### config.mk
export PLATFORM = sky130hd
export DESIGN_NAME = rolling_key_word_descrambler
export DESIGN_NICKNAME = d
export VERILOG_FILES = /design/src/rkwd_pkg.sv /design/src/rolling_key_word_descrambler.sv /design/src/rkwd_cfg.sv /design/src/rkwd_key.sv
export SDC_FILE = /design/constraint.sdc
export NUM_CORES = 1
export LEC_CHECK = 0
export BUFFER_PORTS_ARGS = -buffer_cell sky130_fd_sc_hd__buf_2
export CAP_MARGIN = 15
export CORE_AREA = 3 3 182 184
export DETAILED_ROUTE_END_ITERATION = 10
export DIE_AREA = 0 0 185 187
export PLACE_DENSITY_LB_ADDON = 0.3
export SLEW_MARGIN = 0
export SYNTH_ARGS = -nofsm -noshare
export SYNTH_HDL_FRONTEND = slang
export SYNTH_HIERARCHICAL = 1
export SYNTH_SLANG_ARGS = --single-unit
export TNS_END_PERCENT = 50
### constraint.sdc
create_clock -name clk -period 9.45 [get_ports clk]
set_input_delay 1.89 -clock clk [delete_from_list [all_inputs] [get_ports clk]]
set_output_delay 1.89 -clock clk [all_outputs]
set_load 0.01 [all_outputs]
### src/rkwd_pkg.sv
// Package for the rolling key word descrambler.
// Item types, register map codes and mode codes; no dependencies.
package rkwd_pkg;

    localparam int WORD_W = 32;
    localparam int CNT_W  = 8;
    localparam int MODE_W = 3;
    localparam int ADDR_W = 4;

    localparam logic [WORD_W-1:0] KEY_STEP = 32'h0765_4321;

    // Scramble modes
    localparam logic [MODE_W-1:0] MODE_PLAIN    = 3'd0;
    localparam logic [MODE_W-1:0] MODE_NZ_STEP  = 3'd1;
    localparam logic [MODE_W-1:0] MODE_INV_STEP = 3'd2;
    localparam logic [MODE_W-1:0] MODE_INV_LEN  = 3'd3;
    localparam logic [MODE_W-1:0] MODE_ROT_LEN  = 3'd4;
    localparam logic [MODE_W-1:0] MODE_ROT_STEP = 3'd5;

    // Register indexes (paddr[3:2])
    localparam logic [1:0] REG_MODE   = 2'd0;
    localparam logic [1:0] REG_INIT   = 2'd1;
    localparam logic [1:0] REG_LENGTH = 2'd2;

    typedef struct packed {
        logic [WORD_W-1:0] data_word;
        logic              first_word;
        logic              final_word;
    } src_item_t;

    typedef struct packed {
        logic [WORD_W-1:0] plain_word;
        logic              final_out;
    } res_item_t;

    typedef struct packed {
        logic [MODE_W-1:0] scramble_mode;
        logic [WORD_W-1:0] initial_key;
        logic [WORD_W-1:0] stream_length;
    } cfg_t;

endpackage

### src/rolling_key_word_descrambler.sv
// Top level of the rolling key word descrambler.
// Depends on rkwd_pkg, rkwd_cfg and rkwd_key.

// The block takes one 32-bit word per cycle while src_stall is low and returns
// one descrambled word per input item, in order. An accepted item is held in
// the input register, and the key step (reload, group reset or rotate, one
// 32-bit add, XOR) runs between that register and the result register, which
// drives res_valid. The running key and the 8-bit word counter update in the
// same cycle, which is what sets the rate of one item per clock while neither
// side stalls. Either side may stall at any time; the input register keeps
// accepting while the result register is drained. Registers are to be written
// through the APB-style port only while the block is idle; the user must keep
// to this, as the block itself does not enforce it: mode at 0x0, initial key
// at 0x4, stream length at 0x8.
module rolling_key_word_descrambler (
    input  logic                         clk,
    input  logic                         rst_n,
    // configuration
    input  logic                         psel,
    input  logic                         penable,
    input  logic                         pwrite,
    input  logic [rkwd_pkg::ADDR_W-1:0]  paddr,
    input  logic [31:0]                  pwdata,
    output logic [31:0]                  prdata,
    output logic                         pready,
    // scrambled items
    input  logic                         src_valid,
    output logic                         src_stall,
    input  rkwd_pkg::src_item_t          src_item,
    // descrambled items
    output logic                         res_valid,
    input  logic                         res_stall,
    output rkwd_pkg::res_item_t          res_item
);
    import rkwd_pkg::*;

    cfg_t              cfg;

    // input register
    logic              in_valid_reg;
    src_item_t         in_item_reg;

    // running state
    logic [WORD_W-1:0] key_reg;
    logic [WORD_W-1:0] key_next;
    logic [CNT_W-1:0]  cnt_reg;
    logic [CNT_W-1:0]  cnt_next;

    // result register
    logic              res_valid_reg;
    res_item_t         res_item_reg;
    res_item_t         res_item_next;

    logic              res_free;   // result register can take a new item
    logic              advance;    // input register moves into result register
    logic              src_take;

    rkwd_cfg u_cfg (
        .clk     (clk),
        .rst_n   (rst_n),
        .psel    (psel),
        .penable (penable),
        .pwrite  (pwrite),
        .paddr   (paddr),
        .pwdata  (pwdata),
        .prdata  (prdata),
        .pready  (pready),
        .cfg     (cfg)
    );

    rkwd_key u_key (
        .cfg     (cfg),
        .key_cur (key_reg),
        .cnt_cur (cnt_reg),
        .item    (in_item_reg),
        .key_new (key_next),
        .cnt_new (cnt_next),
        .res     (res_item_next)
    );

    assign res_free  = !res_valid_reg || !res_stall;
    assign advance   = in_valid_reg && res_free;
    // input register is free when empty or moving on this cycle
    assign src_stall = in_valid_reg && !res_free;
    assign src_take  = src_valid && !src_stall;

    assign res_valid = res_valid_reg;
    assign res_item  = res_item_reg;

    always_ff @(posedge clk or negedge rst_n)
    begin
        if (!rst_n)
        begin
            in_valid_reg  <= 1'b0;
            res_valid_reg <= 1'b0;
            key_reg       <= '0;
            cnt_reg       <= '0;
        end
        else
        begin
            if (src_take)
                in_valid_reg <= 1'b1;
            else if (advance)
                in_valid_reg <= 1'b0;

            if (advance)
            begin
                res_valid_reg <= 1'b1;
                key_reg       <= key_next;
                cnt_reg       <= cnt_next;
            end
            else if (!res_stall)
            begin
                res_valid_reg <= 1'b0;
            end
        end
    end

    // payload registers, no reset
    always_ff @(posedge clk)
    begin
        if (src_take)
            in_item_reg <= src_item;
        if (advance)
            res_item_reg <= res_item_next;
    end

`ifndef NO_ASSERTIONS
    // an accepted item always lands in the input register
    a_take_fills: assert property (@(posedge clk) disable iff (!rst_n)
        src_take |=> in_valid_reg)
        else $error("accepted item lost at input register");

    // a processed item always shows on the result side
    a_adv_result: assert property (@(posedge clk) disable iff (!rst_n)
        advance |=> res_valid_reg)
        else $error("processed item did not reach result register");

    // a first word restarts the counter, so the next index is one
    a_first_cnt: assert property (@(posedge clk) disable iff (!rst_n)
        (advance && in_item_reg.first_word) |=> (cnt_reg == 8'd1))
        else $error("counter not restarted by first word");

    // plain mode never touches the key unless a first word reloads it
    a_plain_key: assert property (@(posedge clk) disable iff (!rst_n)
        (advance && !in_item_reg.first_word && cfg.scramble_mode == MODE_PLAIN)
        |=> $stable(key_reg))
        else $error("key changed in plain mode");
`endif

endmodule

### src/rkwd_cfg.sv
// APB-style register file for the descrambler: mode, initial key, length.
// Depends on rkwd_pkg.
module rkwd_cfg (
    input  logic                         clk,
    input  logic                         rst_n,
    input  logic                         psel,
    input  logic                         penable,
    input  logic                         pwrite,
    input  logic [rkwd_pkg::ADDR_W-1:0]  paddr,
    input  logic [31:0]                  pwdata,
    output logic [31:0]                  prdata,
    output logic                         pready,
    output rkwd_pkg::cfg_t               cfg
);
    import rkwd_pkg::*;

    cfg_t       cfg_reg;
    logic       wr_en;
    logic [1:0] reg_idx;

    assign pready  = 1'b1;
    assign wr_en   = psel && penable && pwrite;
    assign reg_idx = paddr[3:2];
    assign cfg     = cfg_reg;

    always_ff @(posedge clk or negedge rst_n)
    begin
        if (!rst_n)
        begin
            cfg_reg <= '0;
        end
        else if (wr_en)
        begin
            unique case (reg_idx)
                REG_MODE:   cfg_reg.scramble_mode <= pwdata[MODE_W-1:0];
                REG_INIT:   cfg_reg.initial_key   <= pwdata;
                REG_LENGTH: cfg_reg.stream_length <= pwdata;
                default:    ;
            endcase
        end
    end

    always_comb
    begin
        unique case (reg_idx)
            REG_MODE:   prdata = {{(32-MODE_W){1'b0}}, cfg_reg.scramble_mode};
            REG_INIT:   prdata = cfg_reg.initial_key;
            REG_LENGTH: prdata = cfg_reg.stream_length;
            default:    prdata = 32'h0;
        endcase
    end

endmodule

### src/rkwd_key.sv
// Key step for one word: reload, group reset or rotate, add, then XOR (with the byte-swapped word in rotate modes).
// Depends on rkwd_pkg.
module rkwd_key (
    input  rkwd_pkg::cfg_t                 cfg,
    input  logic [rkwd_pkg::WORD_W-1:0]    key_cur,
    input  logic [rkwd_pkg::CNT_W-1:0]     cnt_cur,
    input  rkwd_pkg::src_item_t            item,
    output logic [rkwd_pkg::WORD_W-1:0]    key_new,
    output logic [rkwd_pkg::CNT_W-1:0]     cnt_new,
    output rkwd_pkg::res_item_t            res
);
    import rkwd_pkg::*;

    logic [WORD_W-1:0] key;
    logic [CNT_W-1:0]  idx;
    logic [WORD_W-1:0] key_grp;
    logic [WORD_W-1:0] key_rot;
    logic [WORD_W-1:0] swapped;
    logic              grp_start;

    // first_word reloads before the word is processed
    assign key = item.first_word ? cfg.initial_key : key_cur;
    assign idx = item.first_word ? '0 : cnt_cur;

    assign grp_start = (idx == '0);
    assign key_rot   = (idx[1:0] != 2'd0) ? {key[WORD_W-2:0], key[WORD_W-1]} : key;
    assign swapped   = {item.data_word[7:0], item.data_word[15:8],
                        item.data_word[23:16], item.data_word[31:24]};
    assign cnt_new   = idx + 1'b1;

    always_comb
    begin
        key_grp = key;
        key_new = key;
        res.plain_word = item.data_word;
        case (cfg.scramble_mode)
            MODE_NZ_STEP:
            begin
                if (grp_start)
                    key_grp = {{(WORD_W-1){1'b0}}, (key != '0)};
                key_new = key_grp + KEY_STEP;
                res.plain_word = item.data_word ^ key_new;
            end
            MODE_INV_STEP:
            begin
                if (grp_start)
                    key_grp = ~key;
                key_new = key_grp + KEY_STEP;
                res.plain_word = item.data_word ^ key_new;
            end
            MODE_INV_LEN:
            begin
                if (grp_start)
                    key_grp = ~key;
                key_new = key_grp + cfg.stream_length;
                res.plain_word = item.data_word ^ key_new;
            end
            MODE_ROT_LEN:
            begin
                key_new = cfg.stream_length + ~key_rot;
                res.plain_word = swapped ^ key_new;
            end
            MODE_ROT_STEP:
            begin
                key_new = KEY_STEP + ~key_rot;
                res.plain_word = swapped ^ key_new;
            end
            default:
            begin
                // plain and unknown modes: pass through, key held
                key_new = key;
            end
        endcase
        res.final_out = item.final_word;
    end

endmodule

==> results.yml, run 1 <==
detailed_routing:
  dr.pass1.iters: 6
  drtIter0Drc: 2293
  wire_per_inst_um: 25.2
  vias: 16567
  ant_nets: 0
  drc_errors: 0
  vias_per_cell: 6.83
  wl_um: 61100
cts:
  htree_levels: 4
  cts_max_path_buffers: 2
  cts_made_buffers: 17
  cts_resized: 0
  cts_tree: "yes"
  cts_num_sinks: 176
  clk_pin_slew_ns: 0.08
  cts_setup_buffers: 0
  clkLatencyLatePin_ns: 0.47
  cts_root_buf: "clkbuf_16"
  cts_hold_buf: 0
global_routing:
  met1_usage_pct: 51.2
  met3_usage_pct: 9.26
  grt_pass1_vias: 15319
  grt.overflow.total: 0
  top_usage_layer: "met1"
  grt_max_degree: 77
  grt_use_total_pct: 34.7
  antenna_found_initial: 0
  use_met2_pct: 48.3
  grt_pass1_wl_um: 91700
placed_design:
  place.gp.congestion: 1.06
  port_buffers: 141
  dp_hpwl_um: 46100
  place_inst: 2393
timing:
  setup_viol: 0
  period_share_pct: 74.1
  final-max-slew-violation-count: 0
  worst_clock_skew_ns: 0.0140
  fin_crit_ns: 7.00
  slew-limit-headroom_pct: 20.3
  rsz0062_at_grt: "false"
  fmax_mhz: 143
  fin_tns_setup_ns: 0
  worst_slew_pin_slew_ns: 1.19
  hold_violations: 0
setup_path:
  cpPeakStageDelay_ns: 0.52
  crit_required_ns: 9.66
  reg2reg_slack_ns: 2.45
  r2r-end: "res_item[23]$_DFFE_PP_"
  critPathMostFrequentCell: "buf_4"
  crit_family: "compound AO/OA/AOI/OAI gates"
  critical_path_peak_fanout: 35
  end_kind: "flop"
  start_kind: "flop"
  r2r_start: "in_item_reg[1]$_DFFE_PP_"
  cpMaxStageDelayCell: "xnor2_1"
  crit_type: "flop to flop"
  worstPathCellList: "buf_4 -> nand2b_1 -> ha_1 -> buf_4 -> nor3b_1 -> a21oi_2 -> buf_4 -> xnor2_1 -> inv_1 -> ha_1 -> fa_1 -> a211oi_1 -> nor3_1 -> nor4_1 -> o32ai_1 -> a21boi_0 -> o21ai_0 -> xnor2_1 -> mux2i_1 -> nor2_1 -> nor3_1 -> a211o_1"
  cp.arrival_ns: 7.21
  rr_worst_depth: 22
  crit_buf_inv: 4
final_layout:
  nets: 2194
  largest_reg_flops: 67
  area_delta_synth_final_pct: 8.49
  fin_cells: 2426
  antenna_cells: 0
  multi_input_area_um2: 11700
  layout-drive-gt1-share_pct: 18.8
  nFillCells: 2795
  regArea_um2: 4750
yosys:
  synth_area_um2: 17300
  synth_area_leaders: "dfrtp_1, edfxtp_1, ha_1, mux2_2, xnor2_1"
  synthCells: 1930
  yosys.area.top_type: "dfrtp_1"
  synth_top_area_share_pct: 15.7
  ys_types: 92
  synthArstFlopShare_pct: 61.9
  synth-seq-cells: 176
  synth_ff_type: "dfrtp_1"
  syn_avg_cell_area_um2: 8.98
  synth_edf_count: 67
  synth_nets: 2113
  ys_seq_area_share_pct: 27.4
  yosysWarnings: 6
floorplanning:
  io_pins: 145
  die_h_um: 187
  core_area_um2: 31600
  rows: 65
  die_area_um2: 34600
  die_width_um: 185
  start_util_pct: 54.9
job:
  cap_violations: 0
status:
  run_status: "finished clean"
worst_hold_path:
  min_to: "res_item[0]$_DFFE_PP_"
  hp-start: "in_item_reg[0]$_DFFE_PP_"
  hold_class: "flop to flop"
  hold_depth: 0
power:
  power_per_cell_area_nw_per_um2: 416
  vdd_ir_drop_max_mv: 0.207
  p_leak_nw: 8.12
## synth_stat cells, drive strengths merged (11+ instances only)
master,instances
mux2,133
inv,95
nand2,165
and3,11
dfrtp,109
o211ai,33
o21a,17
a31oi,24
edfxtp,67
o21ai,110
xnor2,117
clkbuf,72
xor2,63
mux4,31
mux2i,37
buf,29
a22o,30
ha,104
nor3,39
nand3,62
o22ai,19
nand4,16
a21o,46
nor2,128
a211oi,20
o21bai,13
a21oi,152
nor4,20
## final cells by class
class                      count  area share [%]
multi-input combinational   1556            62.4
timing repair buffer         163            4.75
clock inverter                13           0.686
sequential                   176            25.3
clock buffer                  19            2.30
tap                          402            2.68
inverter                      97            1.94
## where the power goes
| part | switching (mW) | total [mW] | internal, mW |
|---|---|---|---|
| clock | 0.348 | 0.716 | 0.368 |
| sequential | 0.285 | 1.31 | 1.02 |
| combinational | 3.62 | 5.80 | 2.19 |
## through the flow
step                      setup slack (ns)  utilization, %  hold WS (ns)  power, mW  instance area [um2]
after floorplan                       2.08               -         0.452       5.21                17300
after global placement                2.74            57.7         0.406       6.71                18200
after detailed placement              2.61            57.7         0.412       6.81                18200
after CTS                             2.60            59.5         0.428       7.55                18800
after global routing                  2.12            59.6         0.439       8.24                18800
final                                 2.45            59.6         0.423       7.82                18800
## cell families after synthesis
logic type      Yosys count  synth area share [%]
other cells               1                0.0216
buf+inv                 198                  5.05
compound gates          574                  22.0
simple gates            494                  13.2
xor+xnor                180                  9.14
mux                     201                  15.5
flops                   176                  27.4
fa+ha+maj               106                  7.74
## layer usage
| metal | vias to the layer above | share of wire, % |
|---|---|---|
| met2 | 1116 | 40 |
| met5 | - | 0 |
| met3 | 150 | 14 |
| met4 | 0 | 4.1 |
| met1 | 7946 | 42 |
| li1 | 7355 | - |
## worst max path at each step
stage,from,end,slack [ns],depth (start not counted)
6_report,in_item_reg[1]$_DFFE_PP_,res_item[23]$_DFFE_PP_,2.45,22
5_1_grt,in_item_reg[1]$_DFFE_PP_,res_item[23]$_DFFE_PP_,2.12,22
4_1_cts,in_item_reg[1]$_DFFE_PP_,res_item[29]$_DFFE_PP_,2.60,21
3_5_place_dp,in_item_reg[1]$_DFFE_PP_,res_item[29]$_DFFE_PP_,2.61,21
3_3_place_gp,in_item_reg[1]$_DFFE_PP_,res_item[29]$_DFFE_PP_,2.74,21
2_1_floorplan,in_item_reg[1]$_DFFE_PP_,res_item[29]$_DFFE_PP_,2.08,26
## placed cells by master (no fill, tap or decap), drive strengths merged, types with 11 or more instances in the layout
| master | n |
|---|---|
| a211oi | 20 |
| a21o | 46 |
| a21oi | 152 |
| a22o | 30 |
| a31oi | 24 |
| and3 | 11 |
| buf | 163 |
| clkbuf | 19 |
| dfrtp | 109 |
| edfxtp | 67 |
| ha | 104 |
| inv | 100 |
| mux2 | 133 |
| mux2i | 37 |
| mux4 | 31 |
| nand2 | 165 |
| nand3 | 62 |
| nand4 | 16 |
| nor2 | 128 |
| nor3 | 39 |
| nor4 | 20 |
| o211ai | 33 |
| o21a | 17 |
| o21ai | 110 |
| o21bai | 13 |
| o22ai | 19 |
| xnor2 | 117 |
| xor2 | 63 |
Power figures use the tool's default switching activity.
==> inputs of run 2 (changes only) <==
==> constraint.sdc (replaced) <==
create_clock -name clk -period 7.15 [get_ports clk]
set_input_delay 1.43 -clock clk [delete_from_list [all_inputs] [get_ports clk]]
set_output_delay 1.43 -clock clk [all_outputs]
set_load 0.01 [all_outputs]
==> results.yml, run 2 (same netlist as run 1, synthesis figures left out) <==
cts:
  cts_num_sinks: 176
  cts_root_buf: "clkbuf_16"
  htree_levels: 4
  cts_hold_buf: 0
  clk_pin_slew_ns: 0.08
  cts_made_buffers: 17
  cts_max_path_buffers: 2
  cts_tree: "yes"
  cts_resized: 0
  clkLatencyLatePin_ns: 0.47
  cts_setup_buffers: 0
timing:
  fmax_mhz: 156
  fin_tns_setup_ns: 0
  setup_viol: 0
  final-max-slew-violation-count: 0
  hold_violations: 0
  period_share_pct: 89.4
  worst_clock_skew_ns: 0.0191
  worst_slew_pin_slew_ns: 1.14
  finalHoldWorstSlack_ns: 0.426
  rsz0062_at_grt: "false"
  slew-limit-headroom_pct: 24.0
  fin_crit_ns: 6.39
power:
  p_total_mw: 10.5
  vdd_ir_drop_max_mv: 0.261
  p_leak_nw: 8.15
  power_per_cell_area_nw_per_um2: 557
  p_comb_share_pct: 73.4
  power.internal_mw: 4.79
  p_sw_share_pct: 54.3
  seq_power_share_pct: 16.9
  p_sw_mw: 5.69
  p_clk_share_pct: 9.7
final_layout:
  area_delta_synth_final_pct: 8.62
  multi_input_area_um2: 11700
  nFillCells: 2809
  final_util_pct: 59.6
  regArea_um2: 4750
  nets: 2194
  final_cell_mix: "nand2_1, a21oi_1, buf_2, nor2_1, xnor2_1"
  stdcell_area_um2: 18800
  largest_reg_flops: 67
  layout-drive-gt1-share_pct: 18.8
  final_common_cell: "nand2_1"
  antenna_cells: 0
global_routing:
  grt_pass1_vias: 15271
  antenna_found_initial: 0
  grt_use_total_pct: 36.4
  grt_max_degree: 69
  grt_pass1_wl_um: 95400
  grt.overflow.total: 0
detailed_routing:
  wl_um: 64100
  vias_per_cell: 6.80
  drc_errors: 0
  ant_nets: 0
  wire_per_inst_um: 26.4
  vias: 16493
  dr.pass1.iters: 6
  drtIter0Drc: 2113
setup_path:
  cpPeakStageDelay_ns: 0.65
  worstPathCellList: "nand2b_1 -> ha_1 -> buf_4 -> mux4_2 -> inv_1 -> ha_1 -> a211oi_1 -> o2111ai_1 -> a211oi_1 -> o21ai_0 -> a2111oi_0 -> o21bai_1 -> a41oi_1 -> xnor2_1 -> mux2i_1 -> o22ai_1 -> o22a_1 -> mux2_2"
  cp.arrival_ns: 6.75
  crit_family: "compound AO/OA/AOI/OAI gates"
  crit_required_ns: 7.51
  critical_path_peak_fanout: 33
  end_kind: "flop"
  crit_buf_inv: 2
  crit_type: "flop to flop"
  start_kind: "flop"
  cpMaxStageDelayCell: "a211oi_1"
  reg2reg_slack_ns: 0.76
floorplanning:
  die_area_um2: 34600
  core_area_um2: 31600
  die_h_um: 187
  start_util_pct: 54.9
  rows: 65
  io_pins: 145
  die_width_um: 185
placed_design:
  place.gp.congestion: 1.00
  port_buffers: 141
  dp_hpwl_um: 48700
  place_area_um2: 18200
status:
  run_status: "finished clean"
job:
  cap_violations: 0
worst_hold_path:
  hold_class: "flop to flop"
==> run 2: cell types whose count changed in the layout (fill, tap and decap cells not counted), sizes merged <==
| cell | before | now |
|---|---|---|
| inv | 100 | 102 |
| clkbuf | 19 | 18 |
| bufinv | 1 | 3 |
| clkinv | 4 | 6 |
| clkinvlp | 5 | 0 |
==> run 2: worst register-to-register path, stage by stage (launching register included) <==
cell	delay, ns
edfxtp_1	0.53
nand2b_1	0.20
ha_1	0.23
buf_4	0.45
mux4_2	0.42
inv_1	0.16
ha_1	0.27
a211oi_1	0.65
o2111ai_1	0.34
a211oi_1	0.36
o21ai_0	0.31
a2111oi_0	0.50
o21bai_1	0.20
a41oi_1	0.27
xnor2_1	0.13
mux2i_1	0.52
o22ai_1	0.26
o22a_1	0.23
mux2_2	0.26
==> run 2: metrics by stage <==
stage | setup WS (ns) | cells
CTS | 1.09 | 2426
finish | 0.760 | 2426
detailed placement | 1.13 | 2394
global route | 0.514 | 2426
floorplan | 0.386 | 1930
global placement | 1.21 | 2394
==> run 2: area by class of cell <==
cell class              instances  share of cell area (%)
multi-input cells            1556                    62.3
flip-flops and latches        176                    25.2
repair buffers                163                    4.64
well taps                     402                    2.67
clock buffers                  18                    2.28
inverters                      97                    1.94
clock inverters                14                   0.931
==> run 2: path summary, 6_finish.rpt <==
path	cells after the start	startpoint	endpoint
worst max-delay path	18	in_item_reg[1]$_DFFE_PP_	key_reg[29]$_DFFE_PN0P_
worst min-delay path	0	in_item_reg[0]$_DFFE_PP_	res_item[0]$_DFFE_PP_
worst max register to register	18	in_item_reg[1]$_DFFE_PP_	key_reg[29]$_DFFE_PN0P_
worst min register to register	0	in_item_reg[0]$_DFFE_PP_	res_item[0]$_DFFE_PP_
max in group asynchronous	2	rst_n	u_cfg/cfg[27]$_DFFE_PN0P_
min in group asynchronous	1	rst_n	u_cfg/cfg[31]$_DFFE_PN0P_
==> run 2: power groups by stage <==
stage	logic, mW	clock network [mW]	registers, mW
2_1_floorplan	5.30	0	1.59
3_3_place_gp	7.21	0	1.76
4_1_cts	7.37	1.03	1.76
6_report	7.69	1.02	1.77
3_5_place_dp	7.31	0	1.77
5_1_grt	8.19	1.06	1.80
==> run 2: metal layers <==
layer | up-vias | wire length, um | GRT usage [%]
met5 | - | 0 | 0
met4 | 0 | 2830 | 14.1
met3 | 139 | 7850 | 9.30
met2 | 1106 | 26000 | 50.7
met1 | 7897 | 27500 | 53.7
li1 | 7351 | - | -
==> inputs of run 3 (changes only) <==
--- a/config.mk
+++ b/config.mk
@@ -10,8 +10,7 @@
 export CORE_AREA = 3 3 182 184
 export DETAILED_ROUTE_END_ITERATION = 10
 export DIE_AREA = 0 0 185 187
-export PLACE_DENSITY_LB_ADDON = 0.3
-export SLEW_MARGIN = 0
+export PLACE_DENSITY = 0.74
 export SYNTH_ARGS = -nofsm -noshare
 export SYNTH_HDL_FRONTEND = slang
 export SYNTH_HIERARCHICAL = 1
==> results.yml, run 3 (same netlist as run 1, synthesis figures left out) <==
cts:
  cts_root_buf: "clkbuf_16"
  cts_made_buffers: 17
  cts_num_sinks: 176
  cts_resized: 0
  cts_tree: "yes"
  cts_hold_buf: 0
  clk_pin_slew_ns: 0.08
  htree_levels: 4
  clkLatencyLatePin_ns: 0.48
  cts_setup_buffers: 0
  cts_max_path_buffers: 2
final_layout:
  final_cell_mix: "nand2_1, a21oi_1, buf_2, nor2_1, xnor2_1"
  area_delta_synth_final_pct: 8.59
  nets: 2197
  antenna_cells: 0
  largest_reg_flops: 67
  layout-drive-gt1-share_pct: 19.1
  final_common_cell: "nand2_1"
timing:
  fin_tns_setup_ns: 0
  fin_crit_ns: 6.11
  slew-limit-headroom_pct: 26.5
  worst_slew_pin_slew_ns: 1.10
  fmax_mhz: 164
  worst_clock_skew_ns: 0.0198
  period_share_pct: 85.5
  final-max-slew-violation-count: 0
  hold_violations: 0
  rsz0062_at_grt: "false"
  setup_viol: 0
setup_path:
  crit_required_ns: 7.34
  cpPeakStageDelay_ns: 0.77
  worstPathCellList: "buf_4 -> and2_1 -> a21oi_2 -> buf_4 -> ha_1 -> inv_1 -> ha_1 -> a21oi_1 -> o21ai_0 -> o21ai_0 -> a31oi_1 -> o21ai_0 -> xor2_1 -> o21ai_0 -> nor2_1 -> a221oi_1 -> o21ai_0"
  critical_path_peak_fanout: 48
  crit_buf_inv: 3
  critPathMostFrequentCell: "o21ai_0"
  cp.arrival_ns: 6.30
  cp_num_cells: 17
  cpMaxStageDelayCell: "o21ai_0"
  end_kind: "flop"
  start_kind: "flop"
  crit_family: "compound AO/OA/AOI/OAI gates"
  rr_worst_depth: 17
  crit_type: "flop to flop"
global_routing:
  antenna_found_initial: 1
  grt_pass1_wl_um: 92800
  grt.overflow.total: 0
  grt_use_total_pct: 35.2
  grt_pass1_vias: 15285
  grt_max_degree: 74
floorplanning:
  die_area_um2: 34600
  rows: 65
  die_h_um: 187
  start_util_pct: 54.9
  die_width_um: 185
  io_pins: 145
  core_area_um2: 31600
detailed_routing:
  wire_per_inst_um: 25.5
  dr.pass1.iters: 6
  vias: 16639
  ant_nets: 0
  drc_errors: 0
  vias_per_cell: 6.85
  wl_um: 62000
  drtIter0Drc: 2391
status:
  run_status: "finished clean"
job:
  cap_violations: 0
placed_design:
  port_buffers: 141
  place.gp.congestion: 1.02
  dp_hpwl_um: 47000
power:
  power_per_cell_area_nw_per_um2: 552
  p_total_mw: 10.4
  vdd_ir_drop_max_mv: 0.291
  p_leak_nw: 8.15
worst_hold_path:
  hold_class: "flop to flop"
  hold_depth: 0
==> run 3: changes by cell type in the layout (fill, tap and decap cells not counted), sizes merged <==
cell	delta
clkbuf	-1
bufinv	-3
clkinv	-2
inv	+3
buf	+3
clkinvlp	+3
==> run 3: final cells by class <==
class | instances | area [um2]
clock inverters | 15 | 151
repair buffers | 166 | 896
fillers | 2758 | 12700
multi-input cells | 1556 | 11700
well taps | 402 | 503
inverters | 97 | 364
clock buffers | 17 | 425
flip-flops and latches | 176 | 4750
==> run 3: power breakdown <==
| group | switching (mW) | internal, mW |
|---|---|---|
| clock | 0.491 | 0.467 |
| combinational | 4.77 | 2.90 |
| sequential | 0.411 | 1.35 |
| total | 5.67 | 4.71 |
==> run 3: metrics by stage <==
| step | cells | utilization, % | cell area, um2 | hold slack, ns | setup WS [ns] |
|---|---|---|---|---|---|
| 2_1_floorplan | 1930 | - | 17300 | 0.452 | 0.386 |
| 3_3_place_gp | 2397 | 57.8 | 18200 | 0.406 | 1.26 |
| 3_5_place_dp | 2397 | 57.8 | 18200 | 0.408 | 1.22 |
| 4_1_cts | 2429 | 59.6 | 18800 | 0.426 | 1.19 |
| 5_1_grt | 2429 | 59.6 | 18800 | 0.461 | 0.682 |
| 6_report | 2429 | 59.6 | 18800 | 0.425 | 1.04 |
==> run 3: routing by layer <==
layer  vias to the layer above  part of all wire, %  global-route usage [%]
li1                       7357                    -                       -
met1                      7938                   41                    51.3
met2                      1139                   41                    49.0
met3                       203                   13                    10.2
met4                         2                  4.8                    14.0
met5                         -                0.026                       0
==> run 3: worst paths after layout <==
| check | from | end | slack (ns) |
|---|---|---|---|
| hold reg to reg | in_item_reg[0]$_DFFE_PP_ | res_item[0]$_DFFE_PP_ | 0.43 |
| setup reg to reg | in_item_reg[1]$_DFFE_PP_ | res_item[18]$_DFFE_PP_ | 1.04 |
| hold / removal | in_item_reg[0]$_DFFE_PP_ | res_item[0]$_DFFE_PP_ | 0.43 |
| setup / recovery | in_item_reg[1]$_DFFE_PP_ | res_item[18]$_DFFE_PP_ | 1.04 |
| max in group asynchronous | rst_n | u_cfg/cfg[60]$_DFFE_PN0P_ | 4.79 |
| min in group asynchronous | rst_n | u_cfg/cfg[31]$_DFFE_PN0P_ | 0.97 |
